`config.mk`:
```
export PLATFORM = sky130hd
export DESIGN_NAME = spc_front_flat
export DESIGN_NICKNAME = d
export VERILOG_FILES = /design/src/hdl/spc_pkg.sv /design/src/hdl/spc_if.sv /design/src/hdl/spc_front.sv /design/src/flat_wrapper.sv
export SDC_FILE = /design/constraint.sdc
export NUM_CORES = 1
export LEC_CHECK = 0
export ABC_AREA = 1
export BUFFER_PORTS_ARGS = -buffer_cell sky130_fd_sc_hd__buf_2
export CORE_MARGIN = 5
export CORE_UTILIZATION = 25
export DETAILED_ROUTE_END_ITERATION = 8
export SETUP_SLACK_MARGIN = 0.02
export SYNTH_ARGS = -nofsm -noshare
export SYNTH_HDL_FRONTEND = slang
export SYNTH_SLANG_ARGS = --single-unit
```
`constraint.sdc`:
```
create_clock -name vclk -period 3.18
set_input_delay 0.636 -clock vclk [all_inputs]
set_output_delay 0.636 -clock vclk [all_outputs]
set_load 0.01 [all_outputs]
```
`src/hdl/spc_pkg.sv`:
```
`timescale 1ns / 1ps
// ----------------------------------------------------------------------------
// spc_pkg
// Shared types and constants of the stack pattern censor.
// ----------------------------------------------------------------------------
package spc_pkg;

    localparam int STACK_DEPTH_DEF = 1024;
    localparam int PATTERN_MAX_DEF = 16;

    localparam int TEXT_W     = 8;
    localparam int POS_W      = 10;
    localparam int KEPT_W     = 11;
    localparam int MASK_W     = 16;
    localparam int LEN_W      = 5;
    localparam int REG_W      = 64;
    localparam int APB_AW     = 5;
    localparam int QUEUE_DEPTH = 2;

    typedef enum logic [0:0] {
        CMD_PUSH = 1'b0,
        CMD_READ = 1'b1
    } t_cmd;

    typedef enum logic [1:0] {
        REG_PAT_LO  = 2'd0,
        REG_PAT_HI  = 2'd1,
        REG_PAT_LEN = 2'd2
    } t_reg_idx;

    typedef enum logic [0:0] {
        BK_RUN  = 1'b0,
        BK_WAIT = 1'b1
    } t_back_state;

    typedef enum logic [0:0] {
        WAIT_READ = 1'b0,
        WAIT_VEC  = 1'b1
    } t_wait_kind;

    typedef struct packed {
        logic [2*REG_W-1:0] pattern;
        logic [LEN_W-1:0]   length;
    } t_cfg;

    typedef struct packed {
        t_cmd              cmd;
        logic [TEXT_W-1:0] text_byte;
        logic [POS_W-1:0]  read_position;
        logic [MASK_W-1:0] match_mask;
        logic [MASK_W-1:0] last_sel;
        logic [LEN_W-1:0]  used_len;
    } t_item;

    typedef struct packed {
        logic  valid;
        t_item item;
    } t_q_head;

    typedef struct packed {
        logic [KEPT_W-1:0] kept_length;
        logic              deleted;
        logic [TEXT_W-1:0] read_byte;
        logic              refused;
    } t_result;

endpackage

```
`src/hdl/spc_if.sv`:
```
`timescale 1ns / 1ps
// ----------------------------------------------------------------------------
// spc_if
// Valid/ready channels for command words and result words.
// ----------------------------------------------------------------------------
interface spc_in_if import spc_pkg::*; ();
    logic              valid;
    logic              ready;
    logic              cmd;
    logic [TEXT_W-1:0] text_byte;
    logic [POS_W-1:0]  read_position;

    modport source (output valid, cmd, text_byte, read_position, input ready);
    modport sink   (input valid, cmd, text_byte, read_position, output ready);
endinterface


```
`src/hdl/spc_front.sv`:
```
`timescale 1ns / 1ps
// ----------------------------------------------------------------------------
// spc_front
// Accept command words and classify them: per-byte pattern match mask,
// used pattern length and the one-hot of the last pattern position.
// ----------------------------------------------------------------------------
module spc_front import spc_pkg::*; #(
    parameter int PATTERN_MAX = PATTERN_MAX_DEF
) (
    spc_in_if.sink   i_in,
    input  t_cfg     i_cfg,
    input  logic     i_q_full,
    output t_q_head  o_push
);

    logic [LEN_W-1:0]  w_used;
    logic [MASK_W-1:0] w_mask;
    logic [MASK_W-1:0] w_last;

    assign w_used = (i_cfg.length > LEN_W'(PATTERN_MAX)) ? LEN_W'(PATTERN_MAX) : i_cfg.length;

    always_comb begin
        for (int j = 0; j < MASK_W; j++) begin
            w_mask[j] = (j < PATTERN_MAX) && (LEN_W'(j) < w_used)
                        && (i_cfg.pattern[8*j +: 8] == i_in.text_byte);
            w_last[j] = (j < PATTERN_MAX) && (LEN_W'(j + 1) == w_used);
        end
    end

    assign i_in.ready = ~i_q_full;

    assign o_push.valid              = i_in.valid & ~i_q_full;
    assign o_push.item.cmd           = t_cmd'(i_in.cmd);
    assign o_push.item.text_byte     = i_in.text_byte;
    assign o_push.item.read_position = i_in.read_position;
    assign o_push.item.match_mask    = w_mask;
    assign o_push.item.last_sel      = w_last;
    assign o_push.item.used_len      = w_used;

endmodule

```
`src/flat_wrapper.sv`:
```
// flat-port wrapper written by rule: the top's interface ports become plain ports
module spc_front_flat import spc_pkg::*;
#(
    parameter int PATTERN_MAX = PATTERN_MAX_DEF
)
  (i_cfg, i_q_full, o_push, i_in_valid, i_in_cmd, i_in_text_byte, i_in_read_position, i_in_ready);
  spc_in_if i_in_i ();
  input  t_cfg i_cfg;
  input  logic i_q_full;
  output t_q_head o_push;
  input wire logic [$bits(i_in_i.valid)-1:0] i_in_valid;
  input wire logic [$bits(i_in_i.cmd)-1:0] i_in_cmd;
  input wire logic [$bits(i_in_i.text_byte)-1:0] i_in_text_byte;
  input wire logic [$bits(i_in_i.read_position)-1:0] i_in_read_position;
  output wire logic [$bits(i_in_i.ready)-1:0] i_in_ready;
  assign i_in_i.valid = i_in_valid;
  assign i_in_i.cmd = i_in_cmd;
  assign i_in_i.text_byte = i_in_text_byte;
  assign i_in_i.read_position = i_in_read_position;
  assign i_in_ready = i_in_i.ready;
  spc_front #(.PATTERN_MAX(PATTERN_MAX)) u_core (.i_in(i_in_i), .i_cfg(i_cfg), .i_q_full(i_q_full), .o_push(o_push));
endmodule
```
==> results of run 1 <==
==> per-stage QoR <==
| step | utilization, % | total power, mW | cells |
|---|---|---|---|
| after floorplan | - | 0.252 | 411 |
| after global placement | 35.4 | 0.390 | 674 |
| after detailed placement | 35.4 | 0.395 | 674 |
| after CTS | 35.4 | 0.397 | 674 |
| after global routing | 35.4 | 0.441 | 674 |
| final | 35.4 | 0.391 | 674 |
==> critical path, cell delays in order <==
cell     delay [ps]
buf_2           250
inv_1           320
nand2_1          80
nand2_1          70
nand2_1          50
nor2_1          200
nand2_1          90
nor2_1           90
buf_2           130
==> power groups by stage <==
| stage | clock network [mW] | logic, mW | registers (mW) |
|---|---|---|---|
| after floorplan | 0 | 0.252 | 0 |
| after global placement | 0 | 0.390 | 0 |
| after detailed placement | 0 | 0.395 | 0 |
| after CTS | 0 | 0.397 | 0 |
| after global routing | 0 | 0.441 | 0 |
| final | 0 | 0.391 | 0 |
==> final cells by class <==
| class | count | area share, % |
|---|---|---|
| inverter | 47 | 5.80 |
| tap | 108 | 4.38 |
| timing repair buffer | 193 | 31.5 |
| multi-input combinational | 326 | 58.3 |
==> Yosys cell counts <==
library cell  number
nand4_1           11
nand3_2            1
nand2_4            2
clkbuf_1           2
buf_4             27
o211ai_1           1
buf_2              8
o21ai_1            2
nor2_4             1
inv_2              4
o21ai_0           14
nand3_1           24
buf_6              1
clkinv_1           1
nor2_2             2
inv_1             41
xor2_1            38
nand2_1           98
a21oi_1            1
inv_4              1
nor2_1            74
nor3_1             3
xnor2_1           52
nand2_2            2
==> placed cells by master, fill, tap and decap left out <==
cell      instances
inv_4             1
o211ai_1          1
xor2_1           38
nand3_1          24
nor3_1            3
a21oi_1           1
buf_4             3
nand4_1          11
nor2_1           74
nand2_2           2
clkinv_1          1
nor2_2            2
xnor2_1          52
nand2_1          98
o21ai_0          14
nand2_4           2
inv_1            41
nor2_4            1
buf_2           190
o21ai_1           2
nand3_2           1
inv_2             4
==> how the worst max path moves through the flow <==
stage            endpoint  cells past startpoint  slack (ps)
3_5_place_dp   o_push[33]                      9         540
6_report       o_push[33]                      9         610
4_1_cts        o_push[33]                      9         540
5_1_grt        o_push[32]                      8         430
3_3_place_gp   o_push[33]                      9         560
2_1_floorplan  o_push[31]                      6        1100
==> layer usage <==
metal | vias to the layer above | wire length (um) | GRT usage (%)
met5 | - | 13 | 0
met4 | 2 | 108 | 1.92
met3 | 14 | 699 | 2.84
met2 | 130 | 5160 | 32.9
met1 | 1294 | 4130 | 20.8
li1 | 1529 | - | -
==> cells by family (layout without fill, tap and decap cells) <==
group | Yosys count | in the layout
buffers and inverters | 85 | 240
XOR/XNOR | 90 | 90
AO/OA/AOI/OAI | 18 | 18
AND/OR/NAND/NOR | 218 | 218
==> run_results.csv, run 1 <==
group,metric,value,unit
critical_path,crit_start,"i_in_text_byte[1]",
floorplanning,pin_count,212,
synthesis,ys_seq_area_share,0,%
place,dp_hpwl,8.59,mm
route,drtAntennaViolNets,0,
min_path,worstHoldPathType,"primary input to output port",
synthesis,ys_warn_count,0,
floorplanning,core,8720,um2
global_routing,grt_pass1_wl,15.6,mm
sta,hold_viol,0,
synthesis,syn_area,2240,um2
route,drc_errors,0,
global_routing,grt-ovfl-total,0,
finish,fillerInstances,983,
sta,slew_headroom,64.2,%
floorplanning,die_area,11000,um2
power,seqPwrFrac,0,%
run,maxCapViolations,0,
global_routing,grt_util_all_layers,17.3,%
finish,regArea,0,um2
status,outcome,"complete, no violations",
min_path,whs_path_depth,0,
sta,worst_pin_slew,536,ps
synthesis,synth-xor-area-share,35.2,%
route,num_vias,2969,
global_routing,grt_max_degree,19,
sta,hold_slack,1270,ps
power,p_sw,0.213,mW
sta,fin_crit,2570,ps
sta,rsz0062_at_grt,"no",
critical_path,critical_path_class,"primary input to output port",
power,power_leakage,1.79,nW
clocking,holdBufCountCts,0,
floorplanning,die_x,105,um
place,dp_worst_setup_slack,545,ps
sta,fin_crit_sh,80.9,%
clocking,post_cts_resized,0,
power,power_frac_comb,100.0,%
route,drtIter0Drc,83,
global_routing,antenna_found_initial,1,
floorplanning,start_util,25.7,%
finish,clockBufferCount,0,
synthesis,synth_compound_area_share,4.13,%
finish,multi_input_area,1800,um2
critical_path,endpoint_kind,"output port",
place,place_congestion,0.834,
sta,tns,0,ps
critical_path,worstPathArrival,1940,ps
route,firstDrtPassIters,4,
route,wirelength,10.1,mm
power,internal_power,0.178,mW
min_path,min_from,"i_in_read_position[0]",
power,power_density,127,nW/um2
finish,postLayoutCellArea,3090,um2
sta,slew_viol_final,0,
sta,max_freq,389,MHz
synthesis,yosysUniqueCellTypes,24,
synthesis,synth_nets,565,
clocking,post-cts-setup-buffers,0,
synthesis,synthCells,411,
finish,n_antenna_cell,0,
floorplanning,die_y,105,um
route,avgViaCountPerCell,4.41,
synthesis,avgSynthCellArea,5.45,um2
finish,nFlopsAndLatches,0,
finish,layout-drive-gt1-share,36.4,%
floorplanning,rows,34,
global_routing,grt_pass1_vias,3064,
synthesis,synthAdderAreaFrac,0,%
synthesis,yosysTopAreaCell,"xnor2_1",
synthesis,synthMuxAreaShare,0,%
place,portBuffers,190,
sta,finalWorstSetupSlack,607,ps
critical_path,crit_fanout,15,
synthesis,netlist.area_leader.share,20.3,%
power,peakVddDrop,0.0519,mV
synthesis,synth_area_leaders,"xnor2_1, nand2_1, xor2_1, nor2_1, buf_4",
finish,nNetsFinal,722,
synthesis,synthSimpleGateAreaFrac,41.0,%
place,placed_area,3090,um2
synthesis,synth_top_family_by_area,"simple AND/OR/NAND/NOR gates",
sta,setup_violations,0,
critical_path,start_kind,"primary input",
power,clock_power_share,0,%
critical_path,worst_ep_required_time,2540,ps
route,avgRoutedWirePerCell,15.0,um
power,switching_share,54.5,%
finish,syn_to_final_growth,37.8,%
min_path,holdPathEnd,"o_push[37]",
Power figures use the tool's default switching activity.
==> run 2: changes to the inputs <==
- clock period: 3.18 -> 2.5 ns (I/O delays scaled with it)
==> run_results.csv, run 2 (same netlist as run 1, synthesis figures left out) <==
group,metric,value,unit
global_routing,grt_pass1_wl,16.2,mm
critical_path,crit_path_frequent_cell,"nand2_1",
global_routing,grt_util_all_layers,18.2,%
critical_path,endpoint_kind,"output port",
sta,hold_viol,0,
critical_path,crit_slowest_cell,"buf_4",
critical_path,crit_fanout,10,
clocking,post-cts-setup-buffers,0,
global_routing,antenna_found_initial,0,
run,maxCapViolations,0,
power,power_density,164,nW/um2
finish,syn_to_final_growth,40.4,%
min_path,worstHoldPathType,"primary input to output port",
route,drc_errors,0,
status,outcome,"complete, no violations",
finish,n_antenna_cell,0,
floorplanning,rows,34,
floorplanning,core,8720,um2
critical_path,crit_chain,"buf_2 > buf_4 > nand2_1 > nand2_1 > nand2_1 > nor2_1 > nand2_1 > nor2_1 > buf_2",
critical_path,start_kind,"primary input",
power,peakVddDrop,0.0676,mV
route,drtAntennaViolNets,0,
place,place_congestion,0.881,
clocking,post_cts_resized,0,
sta,max_freq,461,MHz
finish,layout_common_cells,"buf_2, nand2_1, nor2_1",
global_routing,grt-ovfl-total,0,
sta,hold_slack,1000,ps
global_routing,grt_pass1_vias,3150,
finish,clockBufferCount,0,
finish,nNetsFinal,728,
sta,fin_crit,2170,ps
finish,mostFrequentLayoutCell,"buf_2",
sta,setup_violations,0,
sta,fin_crit_sh,86.8,%
floorplanning,pin_count,212,
global_routing,grt_max_degree,12,
finish,fillerInstances,993,
place,placed_area,3140,um2
route,avgViaCountPerCell,4.46,
finish,layout-drive-gt1-share,37.1,%
floorplanning,start_util,25.7,%
finish,postLayoutCellArea,3140,um2
sta,rsz0062_at_grt,"no",
sta,slew_headroom,75.4,%
sta,slew_viol_final,0,
critical_path,worst_ep_required_time,2000,ps
place,dp_hpwl,9.44,mm
critical_path,worstPathArrival,1670,ps
min_path,whs_path_depth,0,
finish,nFlopsAndLatches,0,
critical_path,slowest_delay,280,ps
place,portBuffers,190,
clocking,holdBufCountCts,0,
critical_path,critical_path_class,"primary input to output port",
route,drtIter0Drc,97,
sta,tns,0,ps
route,num_vias,3035,
floorplanning,die_y,105,um
finish,multi_input_area,1800,um2
floorplanning,die_area,11000,um2
route,wirelength,10.8,mm
power,power_leakage,1.83,nW
finish,regArea,0,um2
route,firstDrtPassIters,4,
sta,worst_pin_slew,368,ps
route,avgRoutedWirePerCell,15.8,um
floorplanning,die_x,105,um
==> run 2: cell count changes in the layout (fill, tap and decap cells not counted), sizes merged <==
cell	previous run	this run
buf	193	199
==> run 2: final timing paths <==
path                         startpoint    endpoint  slack, ps
setup / recovery      i_in_text_byte[1]  o_push[33]        330
hold / removal    i_in_read_position[0]  o_push[37]       1000
==> run 2: power by group <==
part | leakage [nW] | switching (mW) | internal (mW) | total [mW]
Combinational | 1.83 | 0.282 | 0.235 | 0.517
Clock | 0 | 0 | 0 | 0
Sequential | 0 | 0 | 0 | 0
==> run 2: worst max-delay path, delay by kind of cell <==
family | cells | cell delay [ps]
buf+inv | 3 | 560
simple gates | 6 | 620
==> run 2: through the flow <==
step	power [mW]	worst slack (ps)	instances	utilization, %
after global routing	0.573	179	680	36.1
after detailed placement	0.519	295	680	36.1
after CTS	0.522	292	680	36.1
after floorplan	0.321	694	411	-
after global placement	0.514	321	680	36.1
final	0.517	329	680	36.1
==> run 2: per-layer routing <==
layer,global-route usage [%],share of wire [%],up-vias
li1,-,-,1544
met3,2.59,8.1,18
met4,3.38,1.9,0
met2,33.8,50,138
met1,22.3,40,1335
met5,0,0,-
==> run 2: final cells by class <==
type                            count  area share, %
Inverter                           47           5.69
Multi-Input combinational cell    326           57.2
Tap cell                          108           4.30
Timing Repair Buffer              199           32.8
