### config.mk
export PLATFORM = sky130hd
export DESIGN_NAME = spc_queue
export DESIGN_NICKNAME = d
export VERILOG_FILES = /design/src/hdl/spc_pkg.sv /design/src/hdl/spc_queue.sv
export SDC_FILE = /design/constraint.sdc
export NUM_CORES = 1
export LEC_CHECK = 0
export ABC_CLOCK_PERIOD_IN_PS = 2900
export BUFFER_PORTS_ARGS = -buffer_cell sky130_fd_sc_hd__buf_2
export CAP_MARGIN = 20
export CELL_PAD_IN_SITES_DETAIL_PLACEMENT = 2
export CELL_PAD_IN_SITES_GLOBAL_PLACEMENT = 2
export CORE_MARGIN = 1.5
export CORE_UTILIZATION = 37
export DETAILED_ROUTE_END_ITERATION = 12
export PLACE_DENSITY = 0.86
export SLEW_MARGIN = 25
export SYNTH_ARGS = -nofsm -noshare
export SYNTH_HDL_FRONTEND = slang
export SYNTH_SLANG_ARGS = --single-unit
### constraint.sdc
create_clock -name i_clk -period 2.9 [get_ports i_clk]
set_input_delay 0.29 -clock i_clk [delete_from_list [all_inputs] [get_ports i_clk]]
set_output_delay 0.29 -clock i_clk [all_outputs]
set_load 0.05 [all_outputs]
### src/hdl/spc_pkg.sv
`timescale 1ns / 1ps
// ----------------------------------------------------------------------------
// spc_pkg
// Shared types and constants of the stack pattern censor.
// ----------------------------------------------------------------------------
package spc_pkg;

    localparam int STACK_DEPTH_DEF = 1024;
    localparam int PATTERN_MAX_DEF = 16;

    localparam int TEXT_W     = 8;
    localparam int POS_W      = 10;
    localparam int KEPT_W     = 11;
    localparam int MASK_W     = 16;
    localparam int LEN_W      = 5;
    localparam int REG_W      = 64;
    localparam int APB_AW     = 5;
    localparam int QUEUE_DEPTH = 2;

    typedef enum logic [0:0] {
        CMD_PUSH = 1'b0,
        CMD_READ = 1'b1
    } t_cmd;

    typedef enum logic [1:0] {
        REG_PAT_LO  = 2'd0,
        REG_PAT_HI  = 2'd1,
        REG_PAT_LEN = 2'd2
    } t_reg_idx;

    typedef enum logic [0:0] {
        BK_RUN  = 1'b0,
        BK_WAIT = 1'b1
    } t_back_state;

    typedef enum logic [0:0] {
        WAIT_READ = 1'b0,
        WAIT_VEC  = 1'b1
    } t_wait_kind;

    typedef struct packed {
        logic [2*REG_W-1:0] pattern;
        logic [LEN_W-1:0]   length;
    } t_cfg;

    typedef struct packed {
        t_cmd              cmd;
        logic [TEXT_W-1:0] text_byte;
        logic [POS_W-1:0]  read_position;
        logic [MASK_W-1:0] match_mask;
        logic [MASK_W-1:0] last_sel;
        logic [LEN_W-1:0]  used_len;
    } t_item;

    typedef struct packed {
        logic  valid;
        t_item item;
    } t_q_head;

    typedef struct packed {
        logic [KEPT_W-1:0] kept_length;
        logic              deleted;
        logic [TEXT_W-1:0] read_byte;
        logic              refused;
    } t_result;

endpackage

### src/hdl/spc_queue.sv
`timescale 1ns / 1ps
// ----------------------------------------------------------------------------
// spc_queue
// Short FIFO of classified words between the front and the back.
// ----------------------------------------------------------------------------
module spc_queue import spc_pkg::*; (
    input  logic    i_clk,
    input  logic    i_rst_n,
    input  t_q_head i_push,
    output logic    o_full,
    input  logic    i_pop,
    output t_q_head o_head
);

    localparam int PW = (QUEUE_DEPTH > 1) ? $clog2(QUEUE_DEPTH) : 1;
    localparam int LW = $clog2(QUEUE_DEPTH + 1);

    t_item          r_slot [QUEUE_DEPTH];
    logic [PW-1:0]  r_wr_ptr;
    logic [PW-1:0]  r_rd_ptr;
    logic [LW-1:0]  r_level;
    logic           w_wr;
    logic           w_rd;

    assign o_full      = (r_level == LW'(QUEUE_DEPTH));
    assign o_head.valid = (r_level != '0);
    assign o_head.item  = r_slot[r_rd_ptr];
    assign w_wr = i_push.valid & ~o_full;
    assign w_rd = i_pop & o_head.valid;

    always_ff @(posedge i_clk) begin
        if (w_wr) begin
            r_slot[r_wr_ptr] <= i_push.item;
        end
    end

    always_ff @(posedge i_clk) begin
        if (!i_rst_n) begin
            r_wr_ptr <= '0;
            r_rd_ptr <= '0;
            r_level  <= '0;
        end else begin
            if (w_wr) begin
                r_wr_ptr <= (r_wr_ptr == PW'(QUEUE_DEPTH - 1)) ? '0 : r_wr_ptr + PW'(1);
            end
            if (w_rd) begin
                r_rd_ptr <= (r_rd_ptr == PW'(QUEUE_DEPTH - 1)) ? '0 : r_rd_ptr + PW'(1);
            end
            case ({w_wr, w_rd})
                2'b10:   r_level <= r_level + LW'(1);
                2'b01:   r_level <= r_level - LW'(1);
                default: r_level <= r_level;
            endcase
        end
    end

endmodule

==> results of run 1 <==
## placed cells by master (no fill, tap or decap)
cell type     n
buf_2       117
edfxtp_1    112
mux2_2       56
clkbuf_16    17
clkinv_1      5
bufinv_16     5
buf_4         4
dfxtp_1       4
xnor2_1       3
inv_2         2
nor2b_1       2
or3_1         2
o21ai_0       2
a21boi_1      2
clkinv_2      2
clkbuf_1      2
diode_2       1
o21a_1        1
nand2b_2      1
nand2_1       1
or2_2         1
and3_2        1
inv_1         1
and2_1        1
ha_1          1
dfxtp_2       1
clkinvlp_4    1
buf_12        1
## area by class of cell
cell class | count | share of cell area [%]
Sequential cell | 117 | 61.1
Multi-Input combinational cell | 74 | 13.4
Timing Repair Buffer | 122 | 11.2
Clock buffer | 19 | 7.63
Clock inverter | 13 | 3.29
Tap cell | 143 | 3.15
Inverter | 3 | 0.199
Antenna cell | 1 | 0.0441
## final timing paths
kind	startpoint	endpoint	cells past startpoint
max reg2reg	r_level[0]	r_slot[0][34]	5
max	flip-flop	o_head[24]	3
min reg2reg	r_wr_ptr	r_wr_ptr	2
min	i_push[9]	r_slot[0][9]	1
## stage by stage
step | setup slack (ps) | hold WS (ps) | std cells
2_1_floorplan | 386 | 389 | 200
3_3_place_gp | 945 | 478 | 459
3_5_place_dp | 832 | 482 | 459
4_1_cts | 811 | 61.9 | 491
5_1_grt | 745 | 57.5 | 491
6_report | 869 | 79.6 | 492
## report_power, final
group          leakage (nW)  switching [W]  internal [W]
clock                 0.298       0.000678       0.00150
sequential             1.09      0.0000778       0.00214
combinational         0.761        0.00154      0.000594
total                  2.15        0.00230       0.00424
## worst reg2reg max path, cell delays in order (launching register included)
cell and delay, ps:
dfxtp_1 410, nand2b_2 180, inv_2 50, or3_1 350
inv_2 400, buf_12 300
## cell families (layout without fill, tap and decap cells)
group                    after synthesis  after routing  share of synthesized area [%]
buffers and inverters                  9            157                          0.969
flip-flops                           117            117                           81.2
AO/OA/AOI/OAI                          5              5                          0.763
XOR/XNOR                               3              3                          0.616
adder cells (fa/ha/maj)                1              1                          0.293
other                                  0              1                              0
multiplexers                          56             56                           14.8
AND/OR/NAND/NOR                        9              9                           1.32
## per-layer routing
metal	track usage, %	vias up	share of wire, %
li1	-	1070	-
met1	17.6	1124	38
met2	30.2	71	56
met3	5.64	12	4.9
met4	6.87	0	1.4
met5	0	-	0
## flip-flops by register name, summed over array words and instances (netlist names), named ones only
signal / flops
r_level: 2
r_rd_ptr: 1
r_slot: 112
r_wr_ptr: 1
==> metrics.yaml, run 1 <==
status: "completed"
layout.nets: 396
num_vias: 2277
cellPowerDensity_mw_per_mm2: 1150
fill_cells: 1034
crit_slowest_cell: "mux2_2"
cts_tree: "yes"
areaGrowthSynthToFinish_pct: 33.0
setup-tns-final_ps: 0
multi_input_area_sq_um: 759
cts.sinks: 117
worst-path-max-fanout: 32
critPathMaxStageDelay_ps: 400
die_height_microns: 110
core.rowCount: 39
seqCellArea_sq_mm: 0.00346
ys_seq_area_share_pct: 81.2
clockBufferDepth: 2
synth-edff-count: 112
syn-cell-area_sq_mm: 0.00426
setup_viol: 0
final_hold_viol_count: 0
post_cts_resized: 0
grt_pass1_wl_microns: 13900
avgViaCountPerCell: 4.63
yosys.area.top_type: "edfxtp_1"
drt_iter0_drc: 79
syn_area_per_cell_sq_um: 21.3
max_freq_ghz: 0.492
grt_pass1_vias: 2482
cts-root-buf: "clkbuf_16"
worst_slew_pin_slew_ps: 541
path_clk_slew_ps: 50
syn_nets: 261
dr.pass1.iters: 4
synth_ff_type: "edfxtp_1"
ant_nets: 0
place_hpwl_microns: 6740
drc_errors: 0
slew_violations: 0
yosys_warnings: 0
end_kind: "output pin"
yosys-top-cells-count: "edfxtp_1, mux2_2, buf_2"
ir_worst_vdd_v: 0.000581
maxSlewHeadroom_pct: 63.9
overflow: 0
rsz0062_at_grt: "false"
post_drt_wl_per_cell_microns: 19.5
gp_congestion: 0.673
p_leak_nw: 2.15
cts_buffers: 17
cp_cell_sequence: "buf_4, mux2_2, buf_2"
worst-setup-path-type: "reg -> out"
power_w: 0.00654
startpoint_type: "flip-flop"
arrival_ps: 1740
cp.required_ps: 2610
hold_buffers: 0
ios: 118
synth_cell_types: 18
port_buffers: 117
reg2reg_slack_ps: 870
final_util_pct: 50.1
drive_gt1_share_pct: 60.1
ys_async_sr_fraction_pct: 0
cp.buffers_inverters: 2
synth-seq-cells: 117
design.die.area_sq_mm: 0.0122
synth_most_common_cell: "edfxtp_1"
final_area_sq_mm: 0.00567
drt_wl_total_microns: 9600
fin_crit_ps: 2030
antenna_found_initial: 1
fin_crit_sh_pct: 70.0
die_w_microns: 110
netlist_top_cells_area: "edfxtp_1, mux2_2, dfxtp_1, buf_2, xnor2_1"
max-cap-violations: 0
netlist_instances: 200
core_area_sq_mm: 0.0113
synth_top_area_share_pct: 78.9
clock_skew_ps: 6.76
crit_family: "buffers and inverters"
track_usage_pct: 16.7
grt_max_degree: 37
clock_latency_ps: 400
start_util_pct: 37.7
cts_setup_buffers: 0
htree_levels: 4
hold_class: "in -> reg"
post_dp_cell_area_sq_mm: 0.00505
(Power assumes the default switching activity.)
==> inputs of run 2 (changes only) <==
--- a/config.mk
+++ b/config.mk
@@ -5,15 +5,15 @@
 export SDC_FILE = /design/constraint.sdc
 export NUM_CORES = 1
 export LEC_CHECK = 0
-export ABC_CLOCK_PERIOD_IN_PS = 2900
+export ABC_CLOCK_PERIOD_IN_PS = 1700
 export BUFFER_PORTS_ARGS = -buffer_cell sky130_fd_sc_hd__buf_2
 export CAP_MARGIN = 20
 export CELL_PAD_IN_SITES_DETAIL_PLACEMENT = 2
 export CELL_PAD_IN_SITES_GLOBAL_PLACEMENT = 2
 export CORE_MARGIN = 1.5
-export CORE_UTILIZATION = 37
+export CORE_UTILIZATION = 34
 export DETAILED_ROUTE_END_ITERATION = 12
-export PLACE_DENSITY = 0.86
+export PLACE_DENSITY = 0.83
 export SLEW_MARGIN = 25
 export SYNTH_ARGS = -nofsm -noshare
 export SYNTH_HDL_FRONTEND = slang
==> constraint.sdc (replaced) <==
create_clock -name i_clk -period 1.7 [get_ports i_clk]
set_input_delay 0.17 -clock i_clk [delete_from_list [all_inputs] [get_ports i_clk]]
set_output_delay 0.17 -clock i_clk [all_outputs]
set_load 0.05 [all_outputs]
==> run 2 against run 1 <==
The run now ends with negative setup slack left. Sequential share of layout area decreased by 13 points. Register-to-register slack got worse by 800 ps. Combinational power grew to 2.8 times the previous value. Non-clock buffer count rose by 70. Clock-buffer cell count is 1 higher. Cell count grew 19%. Core utilization rose by 9.1 points. Hold slack worse by 23 ps. Design area grew 26%.
==> metrics.yaml, run 2 (synthesis gave the netlist of run 1 again) <==
track_usage_pct: 19.3
antenna_found_initial: 0
setup_viol: 52
dr.pass1.iters: 4
violations: "negative setup slack"
core.rowCount: 40
drt_wl_total_microns: 13800
cpMostUsedCell: "buf_6"
final_hold_viol_count: 0
fin_crit_sh_pct: 104
hold_class: "in -> reg"
cellPowerDensity_mw_per_mm2: 1780
rsz0062_at_grt: "true"
clock_latency_ps: 410
gp_congestion: 0.680
path_clk_slew_ps: 50
largestRegisters: "r_slot x112, r_level x2"
arrival_ps: 1600
drive_gt1_share_pct: 52.5
preCtsSetupSlack_ps: 92.8
maxSlewHeadroom_pct: 81.4
ios: 118
grt_max_degree: 47
fill_cells: 1037
status: "finished with violations"
die_height_microns: 115
ant_nets: 0
cts_buffers: 17
worst-setup-path-type: "reg -> out"
cts-root-buf: "clkbuf_16"
clockBufferDepth: 2
setup_slack_ps: -66.8
cts_tree: "yes"
cp.required_ps: 1530
cp_cell_sequence: "buf_6, clkbuf_16, mux2_4, buf_6"
critPathMaxStageDelay_ps: 400
layout.nets: 466
end_kind: "output pin"
p_leak_nw: 2.82
fin_crit_ps: 1770
crit_slowest_cell: "dfxtp_4"
place_hpwl_microns: 6270
max-cap-violations: 0
post_dp_cell_area_sq_mm: 0.00516
worst_slew_pin_slew_ps: 280
cts.sinks: 117
design.die.area_sq_mm: 0.0132
reg2reg_slack_ps: 70
drc_errors: 0
largest_reg_flops: 112
htree_levels: 4
post_drt_wl_per_cell_microns: 23.7
areaGrowthSynthToFinish_pct: 68.3
port_buffers: 117
die_w_microns: 115
start_util_pct: 35.2
max_freq_ghz: 0.566
drt_iter0_drc: 158
core_area_sq_mm: 0.0121
regMostFlops: "r_slot"
startpoint_type: "flip-flop"
avgViaCountPerCell: 4.59
overflow: 0
clock_skew_ps: 6.94
grt_pass1_vias: 3074
final_cell_mix: "edfxtp_1, buf_2, mux2_4, dlygate4sd3_1, buf_8"
final_area_sq_mm: 0.00717
slew_violations: 0
layout_commonest_cell: "edfxtp_1"
grt_pass1_wl_microns: 17700
ir_worst_vdd_v: 0.000923
worst-path-max-fanout: 5
num_vias: 2684
n_antenna_cell: 0
run 2: cell count changes in the layout (fill, tap and decap cells not counted), sizes merged:
cell / delta
buf: +9
bufinv: -5
clkbuf: +6
clkinv: +4
diode: -1
dlygate4sd3: +56
inv: -1
run 2: worst paths after layout:
check	depth (start not counted)	end	from
max	4	o_head[0]	flip-flop
min reg2reg	2	r_wr_ptr	r_wr_ptr
max reg2reg	5	r_slot[0][36]	r_level[0]
min	2	r_level[0]	i_rst_n
run 2: cell type report:
class | count | area (sq um) | area share (%)
Sequential cell | 117 | 3470 | 48.3
Multi-Input combinational cell | 74 | 980 | 13.7
Timing Repair Buffer | 192 | 2010 | 28.1
Inverter | 3 | 22.5 | 0.314
Clock inverter | 11 | 43.8 | 0.610
Tap cell | 168 | 210 | 2.93
Clock buffer | 20 | 437 | 6.09
run 2: metrics by stage:
stage	instances	hold slack, ps	setup TNS [ps]	power, W	utilization, %
after floorplan	200	269	-12280	0.00669	-
after global placement	486	357	0	0.00753	42.6
after detailed placement	486	361	0	0.00765	42.6
after CTS	579	41.8	-2810	0.0118	55.7
after global routing	585	40.6	-4330	0.0132	59.2
final	585	56.8	-1560	0.0127	59.2
run 2: metal layers:
| metal | track usage, % | share of wire [%] | vias to the layer above |
|---|---|---|---|
| li1 | - | - | 1202 |
| met1 | 19.6 | 36 | 1381 |
| met2 | 37.9 | 58 | 84 |
| met3 | 6.06 | 4.3 | 17 |
| met4 | 5.19 | 1.5 | 0 |
| met5 | 0 | 0 | - |
run 2: critical path: cells and delay by family (launching register included):
| kind | cells | cell delay, ps |
|---|---|---|
| flops | 1 | 400 |
| mux | 1 | 320 |
| buf+inv | 3 | 470 |
run 2: timing repair:
item / CTS / global route
setup endpoints to repair: 56 / 56
setup buffers: 3 / 1
gates cloned: 3 / 5
hold buffers: 56 / 0
endpoints found under the hold margin: 112 / 0
resized for setup: 134 / 78
run 2: power breakdown:
part,switching (W),internal [W]
clock,0.00117,0.00179
combinational,0.00320,0.00272
sequential,0.000196,0.00366
total,0.00457,0.00817
