**config.mk**
```make
export PLATFORM = sky130hd
export DESIGN_NAME = spc_cfg
export DESIGN_NICKNAME = d
export VERILOG_FILES = /design/src/hdl/spc_pkg.sv /design/src/hdl/spc_cfg.sv
export SDC_FILE = /design/constraint.sdc
export NUM_CORES = 1
export LEC_CHECK = 0
export ABC_AREA = 1
export BUFFER_PORTS_ARGS = -buffer_cell sky130_fd_sc_hd__buf_2
export CAP_MARGIN = 15
export CORE_MARGIN = 2
export CORE_UTILIZATION = 51
export DETAILED_ROUTE_END_ITERATION = 10
export PLACE_DENSITY = 0.85
export SLEW_MARGIN = 10
export SYNTH_ARGS = -nofsm -noshare
export SYNTH_HDL_FRONTEND = slang
export SYNTH_SLANG_ARGS = --single-unit
export TNS_END_PERCENT = 10
```
**constraint.sdc**
```tcl
create_clock -name i_clk -period 1.4 [get_ports i_clk]
set_input_delay 0.07 -clock i_clk [delete_from_list [all_inputs] [get_ports i_clk]]
set_output_delay 0.07 -clock i_clk [all_outputs]
set_load 0.005 [all_outputs]
```
**src/hdl/spc_pkg.sv**
```systemverilog
`timescale 1ns / 1ps
// ----------------------------------------------------------------------------
// spc_pkg
// Shared types and constants of the stack pattern censor.
// ----------------------------------------------------------------------------
package spc_pkg;

    localparam int STACK_DEPTH_DEF = 1024;
    localparam int PATTERN_MAX_DEF = 16;

    localparam int TEXT_W     = 8;
    localparam int POS_W      = 10;
    localparam int KEPT_W     = 11;
    localparam int MASK_W     = 16;
    localparam int LEN_W      = 5;
    localparam int REG_W      = 64;
    localparam int APB_AW     = 5;
    localparam int QUEUE_DEPTH = 2;

    typedef enum logic [0:0] {
        CMD_PUSH = 1'b0,
        CMD_READ = 1'b1
    } t_cmd;

    typedef enum logic [1:0] {
        REG_PAT_LO  = 2'd0,
        REG_PAT_HI  = 2'd1,
        REG_PAT_LEN = 2'd2
    } t_reg_idx;

    typedef enum logic [0:0] {
        BK_RUN  = 1'b0,
        BK_WAIT = 1'b1
    } t_back_state;

    typedef enum logic [0:0] {
        WAIT_READ = 1'b0,
        WAIT_VEC  = 1'b1
    } t_wait_kind;

    typedef struct packed {
        logic [2*REG_W-1:0] pattern;
        logic [LEN_W-1:0]   length;
    } t_cfg;

    typedef struct packed {
        t_cmd              cmd;
        logic [TEXT_W-1:0] text_byte;
        logic [POS_W-1:0]  read_position;
        logic [MASK_W-1:0] match_mask;
        logic [MASK_W-1:0] last_sel;
        logic [LEN_W-1:0]  used_len;
    } t_item;

    typedef struct packed {
        logic  valid;
        t_item item;
    } t_q_head;

    typedef struct packed {
        logic [KEPT_W-1:0] kept_length;
        logic              deleted;
        logic [TEXT_W-1:0] read_byte;
        logic              refused;
    } t_result;

endpackage

```
**src/hdl/spc_cfg.sv**
```systemverilog
`timescale 1ns / 1ps
// ----------------------------------------------------------------------------
// spc_cfg
// APB register file holding the pattern bytes and the pattern length.
// ----------------------------------------------------------------------------
module spc_cfg import spc_pkg::*; (
    input  logic              i_clk,
    input  logic              i_rst_n,
    input  logic              psel,
    input  logic              penable,
    input  logic              pwrite,
    input  logic [APB_AW-1:0] paddr,
    input  logic [REG_W-1:0]  pwdata,
    output logic [REG_W-1:0]  prdata,
    output logic              pready,
    output t_cfg              o_cfg
);

    logic [REG_W-1:0] r_pat_lo;
    logic [REG_W-1:0] r_pat_hi;
    logic [LEN_W-1:0] r_pat_len;
    t_reg_idx         w_idx;
    logic             w_wr;

    assign pready = 1'b1;
    assign w_idx  = t_reg_idx'(paddr[APB_AW-1:3]);
    assign w_wr   = psel & penable & pwrite;

    always_ff @(posedge i_clk) begin
        if (!i_rst_n) begin
            r_pat_lo  <= '0;
            r_pat_hi  <= '0;
            r_pat_len <= '0;
        end else if (w_wr) begin
            case (w_idx)
                REG_PAT_LO:  r_pat_lo  <= pwdata;
                REG_PAT_HI:  r_pat_hi  <= pwdata;
                REG_PAT_LEN: r_pat_len <= pwdata[LEN_W-1:0];
                default: ;
            endcase
        end
    end

    always_comb begin
        case (w_idx)
            REG_PAT_LO:  prdata = r_pat_lo;
            REG_PAT_HI:  prdata = r_pat_hi;
            REG_PAT_LEN: prdata = REG_W'(r_pat_len);
            default:     prdata = '0;
        endcase
    end

    assign o_cfg.pattern = {r_pat_hi, r_pat_lo};
    assign o_cfg.length  = r_pat_len;

endmodule

```
==> results of run 1 <==
flip-flops by register name (all words and copies together), names as in the netlist:
name,cells
r_pat_hi,64
r_pat_lo,64
r_pat_len,5
layout by cell type, fill, tap and decap left out:
| cell type | instances |
|---|---|
| inv_6 | 3 |
| buf_4 | 3 |
| clkinv_4 | 3 |
| clkinv_2 | 2 |
| nor2_2 | 1 |
| a22o_1 | 59 |
| bufinv_16 | 3 |
| dlygate4sd3_1 | 45 |
| clkbuf_16 | 17 |
| nand3_1 | 138 |
| clkinvlp_4 | 3 |
| buf_12 | 10 |
| inv_2 | 2 |
| nor2_1 | 267 |
| nor2_4 | 5 |
| dfxtp_1 | 133 |
| conb_1 | 1 |
| nand3_2 | 1 |
| inv_1 | 65 |
| nand2_1 | 152 |
| buf_2 | 266 |
| clkbuf_1 | 1 |
worst register-to-register path: stages (launching register included):
cell	delay, ns
dfxtp_1	0.38
nor2_1	0.07
nor2_1	0.13
path summary, 6_finish.rpt:
kind	startpoint	end	slack, ns	cells after the start
setup reg to reg	r_pat_hi[33]	r_pat_hi[33]	0.75	2
hold / removal	pwdata[2]	r_pat_lo[2]	0.01	5
hold reg to reg	r_pat_hi[40]	r_pat_hi[40]	0.49	2
setup / recovery	r_pat_lo[5]	prdata[5]	0.19	2
cell type report:
type / instances / area (µm²)
Timing Repair Buffer: 324 / 2000
Inverter: 67 / 251
Tap cell: 147 / 184
Fill cell: 956 / 3400
Clock buffer: 18 / 429
Clock inverter: 14 / 175
Sequential cell: 133 / 2660
Multi-Input combinational cell: 624 / 2860
power by group:
group | switching (W) | internal (W) | total, W
sequential | 0.0000683 | 0.00387 | 0.00394
clock | 0.00169 | 0.00282 | 0.00451
combinational | 0.000537 | 0.000420 | 0.000957
total | 0.00230 | 0.00711 | 0.00941
metal layers:
layer	vias to the layer above	global-route usage	wire length [µm]
met1	3076	0.317	7270
met5	-	0	0
li1	3375	-	-
met4	0	0.100	427
met3	42	0.0566	1090
met2	313	0.471	9110
through the flow:
stage,setup WS [ns],instance area (µm²),hold slack [ns],util
after floorplan,0.523,6210,0.301,-
after global placement,0.267,7510,0.396,0.628
after detailed placement,0.222,7510,0.404,0.628
after CTS,0.211,8560,0.000173,0.716
after global routing,0.149,8560,0.00889,0.716
final,0.193,8560,0.0110,0.716
cell families after synthesis:
family | after synthesis | synth area share
DFF | 133 | 0.429
buffers and inverters | 137 | 0.114
other | 1 | 0.000604
AOI/OAI and AO/OA | 59 | 0.0832
and+or+nand+nor | 564 | 0.374
what timing repair did:
item,in CTS,in global routing
endpoints found under the setup margin,0,0
endpoints found under the hold margin,70,0
hold buffers,45,0
gates resized for setup,0,0
==> flow_metrics.env, run 1 <==
export IMPL_clockRootBuffer="clkbuf_16"
export IMPL_p_leak_nw=4.48
export IMPL_post_cts_buffers=0
export IMPL_grt_max_degree=75
export IMPL_async_reset_ff_frac=0
export IMPL_place_hpwl_um=10700
export IMPL_wl_per_cell_um=13.5
export IMPL_vias=6806
export IMPL_fin_crit_sh=0.862
export IMPL_crit_arrival_ns=1.14
export IMPL_cts_sink_count=133
export IMPL_maxCapViolCount=0
export IMPL_syn_area_mm2=0.00621
export IMPL_drt_pass1_iterations=5
export IMPL_core_area_mm2=0.0120
export IMPL_crit_chain="a22o_1 > buf_2"
export IMPL_cts_clk_slew_worst_paths_ns=0.06
export IMPL_path_buf_inv=1
export IMPL_portBuffers=267
export IMPL_antenna_found_initial=0
export IMPL_synth_most_common_cell="nor2_1"
export IMPL_critical_path_top_delay_family="flip-flops"
export IMPL_nets=1241
export IMPL_ys_seq_area_frac=0.429
export IMPL_gp_congestion=0.808
export IMPL_cts_tree="built"
export IMPL_critPathCaptureType="output pin"
export IMPL_dieArea_mm2=0.0131
export IMPL_synthCells=894
export IMPL_num_antenna_cells=0
export IMPL_yosysTopAreaCell="dfxtp_1"
export IMPL_die_w_um=114
export IMPL_synth_warning_count=0
export IMPL_fin_cells=1327
export IMPL_p_total_w=0.00941
export IMPL_finalHoldViolCount=0
export IMPL_hold_path_class="in2reg"
export IMPL_initial_core_util=0.519
export IMPL_grt_pass1_wl_um=28300
export IMPL_status="completed"
export IMPL_synth_edf_count=0
export IMPL_cts_made_buffers=17
export IMPL_grt_pass1_vias=6030
export IMPL_fmax_ghz=0.828
export IMPL_dieHeight_um=114
export IMPL_via_per_inst=5.13
export IMPL_synth_seq_cells=133
export IMPL_slew_viol_final=0
export IMPL_syn_nets=968
export IMPL_layout_drive_gt1_share=0.270
export IMPL_rows=40
export IMPL_ant_nets=0
export IMPL_area_growth_pct=37.8
export IMPL_pin_count=272
export IMPL_crit_required_ns=1.33
export IMPL_drt_iter0_drc=565
export IMPL_insertion_delay_ns=0.41
export IMPL_cts_max_level=4
export IMPL_wirelength_um=17900
export IMPL_setup_violations=0
export IMPL_placed_cells=1250
export IMPL_synth_avg_cell_area_um2=6.95
export IMPL_min_period_ns=1.21
export IMPL_crit_path_start_kind="register"
export IMPL_yosysTopAreaCellShare=0.429
export IMPL_ys_flop_type="dfxtp_1"
export IMPL_synth_common_cells="nor2_1, nand2_1, nand3_1, dfxtp_1, inv_1"
export IMPL_slowest_stage="dfxtp_1"
export IMPL_drc=0
export IMPL_powerDensity_mw_per_mm2=1100
export IMPL_yosys_top_cells_area="dfxtp_1, nor2_1, nand3_1, nand2_1, a22o_1"
export IMPL_fin_tns_setup_ns=0
export IMPL_post_synth_num_cell_types=15
export IMPL_finalClockSkew_ns=0
export IMPL_cts_path_max_buffers=2
export IMPL_grtUsageTotal=0.266
export IMPL_cpPeakStageDelay_ns=0.35
export IMPL_rsz0062_at_grt="no"
export IMPL_irDropWorstVdd_v=0.000670
export IMPL_worstPathMaxFanout=3
export IMPL_path_class="reg2out"
export IMPL_gr_total_overflow=0
Power figures use the tool's default switching activity.
==> run 2: changes to the inputs <==
- PLACE_DENSITY: 0.85 -> 0.89
- SETUP_SLACK_MARGIN: default -> 0.5
==> flow_metrics.env, run 2 (synthesis results as in run 1) <==
export IMPL_status="completed"
export IMPL_crit_path_start_kind="register"
export IMPL_drt_pass1_iterations=6
export IMPL_clockRootBuffer="clkbuf_16"
export IMPL_initial_core_util=0.519
export IMPL_reg_top3="r_pat_hi (64), r_pat_lo (64), r_pat_len (5)"
export IMPL_rsz0062_at_grt="yes"
export IMPL_fin_tns_setup_ns=0
export IMPL_fin_crit_sh=0.833
export IMPL_cts_made_buffers=17
export IMPL_rrSetupSlack_ns=0.59
export IMPL_place_hpwl_um=10900
export IMPL_grt_pass1_vias=6567
export IMPL_min_period_ns=1.17
export IMPL_worstPathMaxFanout=3
export IMPL_dpl_worst_slack_ns=0.244
export IMPL_cts_tree="built"
export IMPL_insertion_delay_ns=0.41
export IMPL_crit_chain="a22o_1 > buf_2"
export IMPL_core_area_mm2=0.0120
export IMPL_irDropWorstVdd_v=0.000646
export IMPL_finalClockSkew_ns=0
export IMPL_wl_per_cell_um=15.8
export IMPL_critPathCaptureType="output pin"
export IMPL_cts_path_max_buffers=2
export IMPL_drt_iter0_drc=870
export IMPL_layout_drive_gt1_share=0.360
export IMPL_portBuffers=267
export IMPL_grt_pass1_wl_um=31400
export IMPL_nets=1295
export IMPL_ant_nets=0
export IMPL_powerDensity_mw_per_mm2=1030
export IMPL_antenna_found_initial=0
export IMPL_grt_max_degree=72
export IMPL_cts_clk_slew_worst_paths_ns=0.06
export IMPL_final_cell_mix="nor2_1, buf_2, nand2_1"
export IMPL_via_per_inst=5.37
export IMPL_nFillCells=802
export IMPL_dieArea_mm2=0.0131
export IMPL_pin_count=272
export IMPL_maxCapViolCount=0
export IMPL_setup_violations=0
export IMPL_cts_sink_count=133
export IMPL_r2r_start="r_pat_hi[38]"
export IMPL_crit_path_start="r_pat_lo[29]"
export IMPL_r2r_cells=3
export IMPL_dieHeight_um=114
export IMPL_slew_viol_final=0
export IMPL_wirelength_um=21800
export IMPL_crit_required_ns=1.33
export IMPL_hold_path_class="in2reg"
export IMPL_layout_commonest_cell="nor2_1"
export IMPL_multiInputGateArea_mm2=0.00287
export IMPL_area_growth_pct=48.5
export IMPL_fmax_ghz=0.857
export IMPL_crit_arrival_ns=1.10
export IMPL_grtUsageTotal=0.300
export IMPL_cpPeakStageDelay_ns=0.33
export IMPL_rows=40
export IMPL_seq_area_mm2=0.00275
export IMPL_gr_total_overflow=0
export IMPL_cts_max_level=4
export IMPL_slowest_stage="dfxtp_2"
export IMPL_worstReg2RegEnd="r_pat_hi[38]"
export IMPL_finalHoldViolCount=0
export IMPL_drc=0
export IMPL_gp_congestion=0.791
export IMPL_vias=7412
export IMPL_p_leak_nw=4.85
export IMPL_endpoint="prdata[29]"
export IMPL_setup_slack_ns=0.234
export IMPL_die_w_um=114
export IMPL_path_class="reg2out"
run 2: cell count changes in the layout (fill, tap and decap cells not counted), sizes merged:
cell         previous run  this run
buf                   279       322
dlygate4sd3            45        52
clkbuf                 18        23
inv                    70        68
bufbuf                  0         1
bufinv                  3         2
clkinv                  5         4
clkinvlp                3         4
diode                   0         1
run 2: routing by layer:
layer  global-route usage  part of all wire
met1                0.343              0.37
met2                0.527              0.52
met3               0.0646             0.077
met4                0.154             0.037
met5                    0                 0
run 2: layout make-up:
cell class / instances / area share
Tap cell: 147 / 0.0199
Antenna cell: 1 / 0.000271
Timing Repair Buffer: 378 / 0.278
Sequential cell: 133 / 0.298
Clock inverter: 11 / 0.0137
Multi-Input combinational cell: 624 / 0.312
Clock buffer: 20 / 0.0506
Inverter: 67 / 0.0273
run 2: power by group:
group | internal (W) | switching [W]
clock | 0.00276 | 0.00168
combinational | 0.000518 | 0.000619
sequential | 0.00388 | 0.0000650
total | 0.00715 | 0.00237
run 2: what timing repair did:
action | 4_1_cts | 5_1_grt
hold buffers | 52 | 0
endpoints found under the hold margin | 82 | 0
pin swaps | 20 | 21
endpoints found under the setup margin | 197 | 229
gates resized for setup | 50 | 34
gates cloned | 3 | 3
setup buffers | 31 | 11
run 2: worst min path at each step:
stage	start	endpoint	slack, ns	cells past startpoint
2_1_floorplan	pwdata[54]	r_pat_lo[54]	0.30	4
3_3_place_gp	pwdata[48]	r_pat_lo[48]	0.40	5
3_5_place_dp	pwdata[53]	r_pat_lo[53]	0.40	5
4_1_cts	pwdata[2]	r_pat_len[2]	0.0007	5
5_1_grt	pwdata[52]	r_pat_lo[52]	0.04	5
6_report	pwdata[4]	r_pat_hi[4]	0.02	5
run 2: metrics by stage:
| stage | power [W] | hold slack, ns | utilization | cells | instance area, µm² |
|---|---|---|---|---|---|
| detailed placement | 0.00486 | 0.402 | 0.628 | 1249 | 7510 |
| global placement | 0.00484 | 0.395 | 0.628 | 1249 | 7510 |
| global route | 0.00981 | 0.0367 | 0.771 | 1380 | 9220 |
| floorplan | 0.00455 | 0.301 | - | 894 | 6210 |
| CTS | 0.00943 | 0.000735 | 0.754 | 1366 | 9020 |
| finish | 0.00952 | 0.0174 | 0.771 | 1381 | 9230 |
run 2: critical path, delay by kind of cell, from the launching register on:
kind / cells / cell delay [ns]
buffers and inverters: 1 / 0.14
DFF: 1 / 0.33
AOI/OAI and AO/OA: 1 / 0.21
==> run 3: changes to the inputs <==
- CORE_UTILIZATION: 51 -> 48
- PLACE_DENSITY: 0.89 -> 0.85
- clock period: 1.4 -> 1.1 ns (I/O delays scaled with it)
==> flow_metrics.env, run 3 (synthesis results as in run 1) <==
export IMPL_layout_commonest_cell="nor2_1"
export IMPL_path_class="reg2out"
export IMPL_grt_max_degree=68
export IMPL_fin_crit_sh=1.06
export IMPL_dieArea_mm2=0.0139
export IMPL_crit_arrival_ns=1.11
export IMPL_grtUsageTotal=0.308
export IMPL_hold_path_class="in2reg"
export IMPL_cts_path_max_buffers=2
export IMPL_crit_path_start_kind="register"
export IMPL_min_period_ns=1.16
export IMPL_dieHeight_um=118
export IMPL_die_w_um=118
export IMPL_whs_ns=-0.0201
export IMPL_multiInputGateArea_mm2=0.00373
export IMPL_fmax_ghz=0.860
export IMPL_cts_tree="built"
export IMPL_reg_top3="r_pat_hi (64), r_pat_lo (64), r_pat_len (5)"
export IMPL_portBuffers=267
export IMPL_area_growth_pct=69.7
export IMPL_drt_iter0_drc=1084
export IMPL_cts_sink_count=133
export IMPL_rows=41
export IMPL_cts_made_buffers=17
export IMPL_p_leak_nw=5.15
export IMPL_status="complete, but fails checks"
export IMPL_grt_pass1_vias=7125
export IMPL_clockRootBuffer="clkbuf_16"
export IMPL_initial_core_util=0.492
export IMPL_critPathCaptureType="output pin"
export IMPL_num_antenna_cells=0
export IMPL_maxCapViolCount=0
export IMPL_violations="negative hold slack, negative setup slack"
export IMPL_place_hpwl_um=12200
export IMPL_grt_pass1_wl_um=34900
export IMPL_core_area_mm2=0.0126
export IMPL_drt_pass1_iterations=5
export IMPL_fin_tns_setup_ns=-1.07
export IMPL_setup_violations=51
export IMPL_cts_clk_slew_worst_paths_ns=0.05
export IMPL_seq_area_mm2=0.00283
export IMPL_finalHoldViolCount=13
export IMPL_vias=7877
export IMPL_nFillCells=662
export IMPL_setup_slack_ns=-0.0627
export IMPL_rsz0062_at_grt="yes"
export IMPL_wirelength_um=26600
export IMPL_antenna_found_initial=0
export IMPL_drc=0
export IMPL_via_per_inst=5.65
export IMPL_ant_nets=0
export IMPL_nets=1282
export IMPL_wl_per_cell_um=19.1
export IMPL_dpl_worst_slack_ns=-0.00649
export IMPL_gp_congestion=0.821
export IMPL_worstPathMaxFanout=2
export IMPL_finalClockSkew_ns=0
export IMPL_pin_count=272
export IMPL_final_cell_mix="nor2_1, buf_2, dfxtp_2"
export IMPL_finish_utilization=0.835
export IMPL_gr_total_overflow=0
export IMPL_crit_required_ns=1.04
export IMPL_irDropWorstVdd_v=0.00119
export IMPL_powerDensity_mw_per_mm2=1250
export IMPL_layout_drive_gt1_share=0.588
export IMPL_insertion_delay_ns=0.41
export IMPL_slew_viol_final=0
export IMPL_cts_max_level=4
run 3: area by class of cell:
cell class / instances / area share
tap: 172 / 0.0204
inverter: 67 / 0.0246
timing repair buffer: 365 / 0.269
clock buffer: 23 / 0.0444
sequential: 133 / 0.269
multi-input combinational: 624 / 0.354
clock inverter: 9 / 0.0188
run 3: power by group:
part,internal (W),switching [W],leakage [nW]
clock network,0.00437,0.00214,0.321
registers,0.00494,0.0000956,1.14
logic,0.000696,0.000979,3.69
total,0.0100,0.00321,5.15
run 3: routing by layer:
| metal | vias up | routed length [µm] | track usage |
|---|---|---|---|
| li1 | 3469 | - | - |
| met3 | 132 | 2050 | 0.0712 |
| met4 | 0 | 1350 | 0.145 |
| met2 | 576 | 13600 | 0.548 |
| met1 | 3700 | 9550 | 0.346 |
| met5 | - | 0 | 0 |
run 3: final timing paths:
path                                   start      endpoint  slack (ns)  depth (start not counted)
worst max-delay path             r_pat_lo[7]     prdata[7]       -0.06                          2
worst min-delay path              pwdata[48]  r_pat_hi[48]       -0.02                          5
worst max register to register  r_pat_lo[36]  r_pat_lo[36]        0.34                          3
worst min register to register  r_pat_hi[20]  r_pat_hi[20]        0.48                          2
run 3: critical path, stage by stage (launching register included):
cell and delay, ns:
dfxtp_2 0.33, a22o_1 0.23, buf_2 0.13
run 3: what timing repair did:
action,CTS,global route
setup buffers,61,8
resized for setup,267,169
hold endpoints to repair,91,3
setup endpoints to repair,330,330
pin swaps,178,192
gates cloned,0,0
run 3: stage by stage:
stage,power [W],cells,hold WS [ns],area [µm²]
3_3_place_gp,0.00629,1292,0.375,7860
6_report,0.0132,1393,-0.0201,10500
5_1_grt,0.0135,1393,-0.00391,10500
4_1_cts,0.0129,1385,-0.0549,9850
2_1_floorplan,0.00583,894,0.279,6360
3_5_place_dp,0.00631,1292,0.380,7860
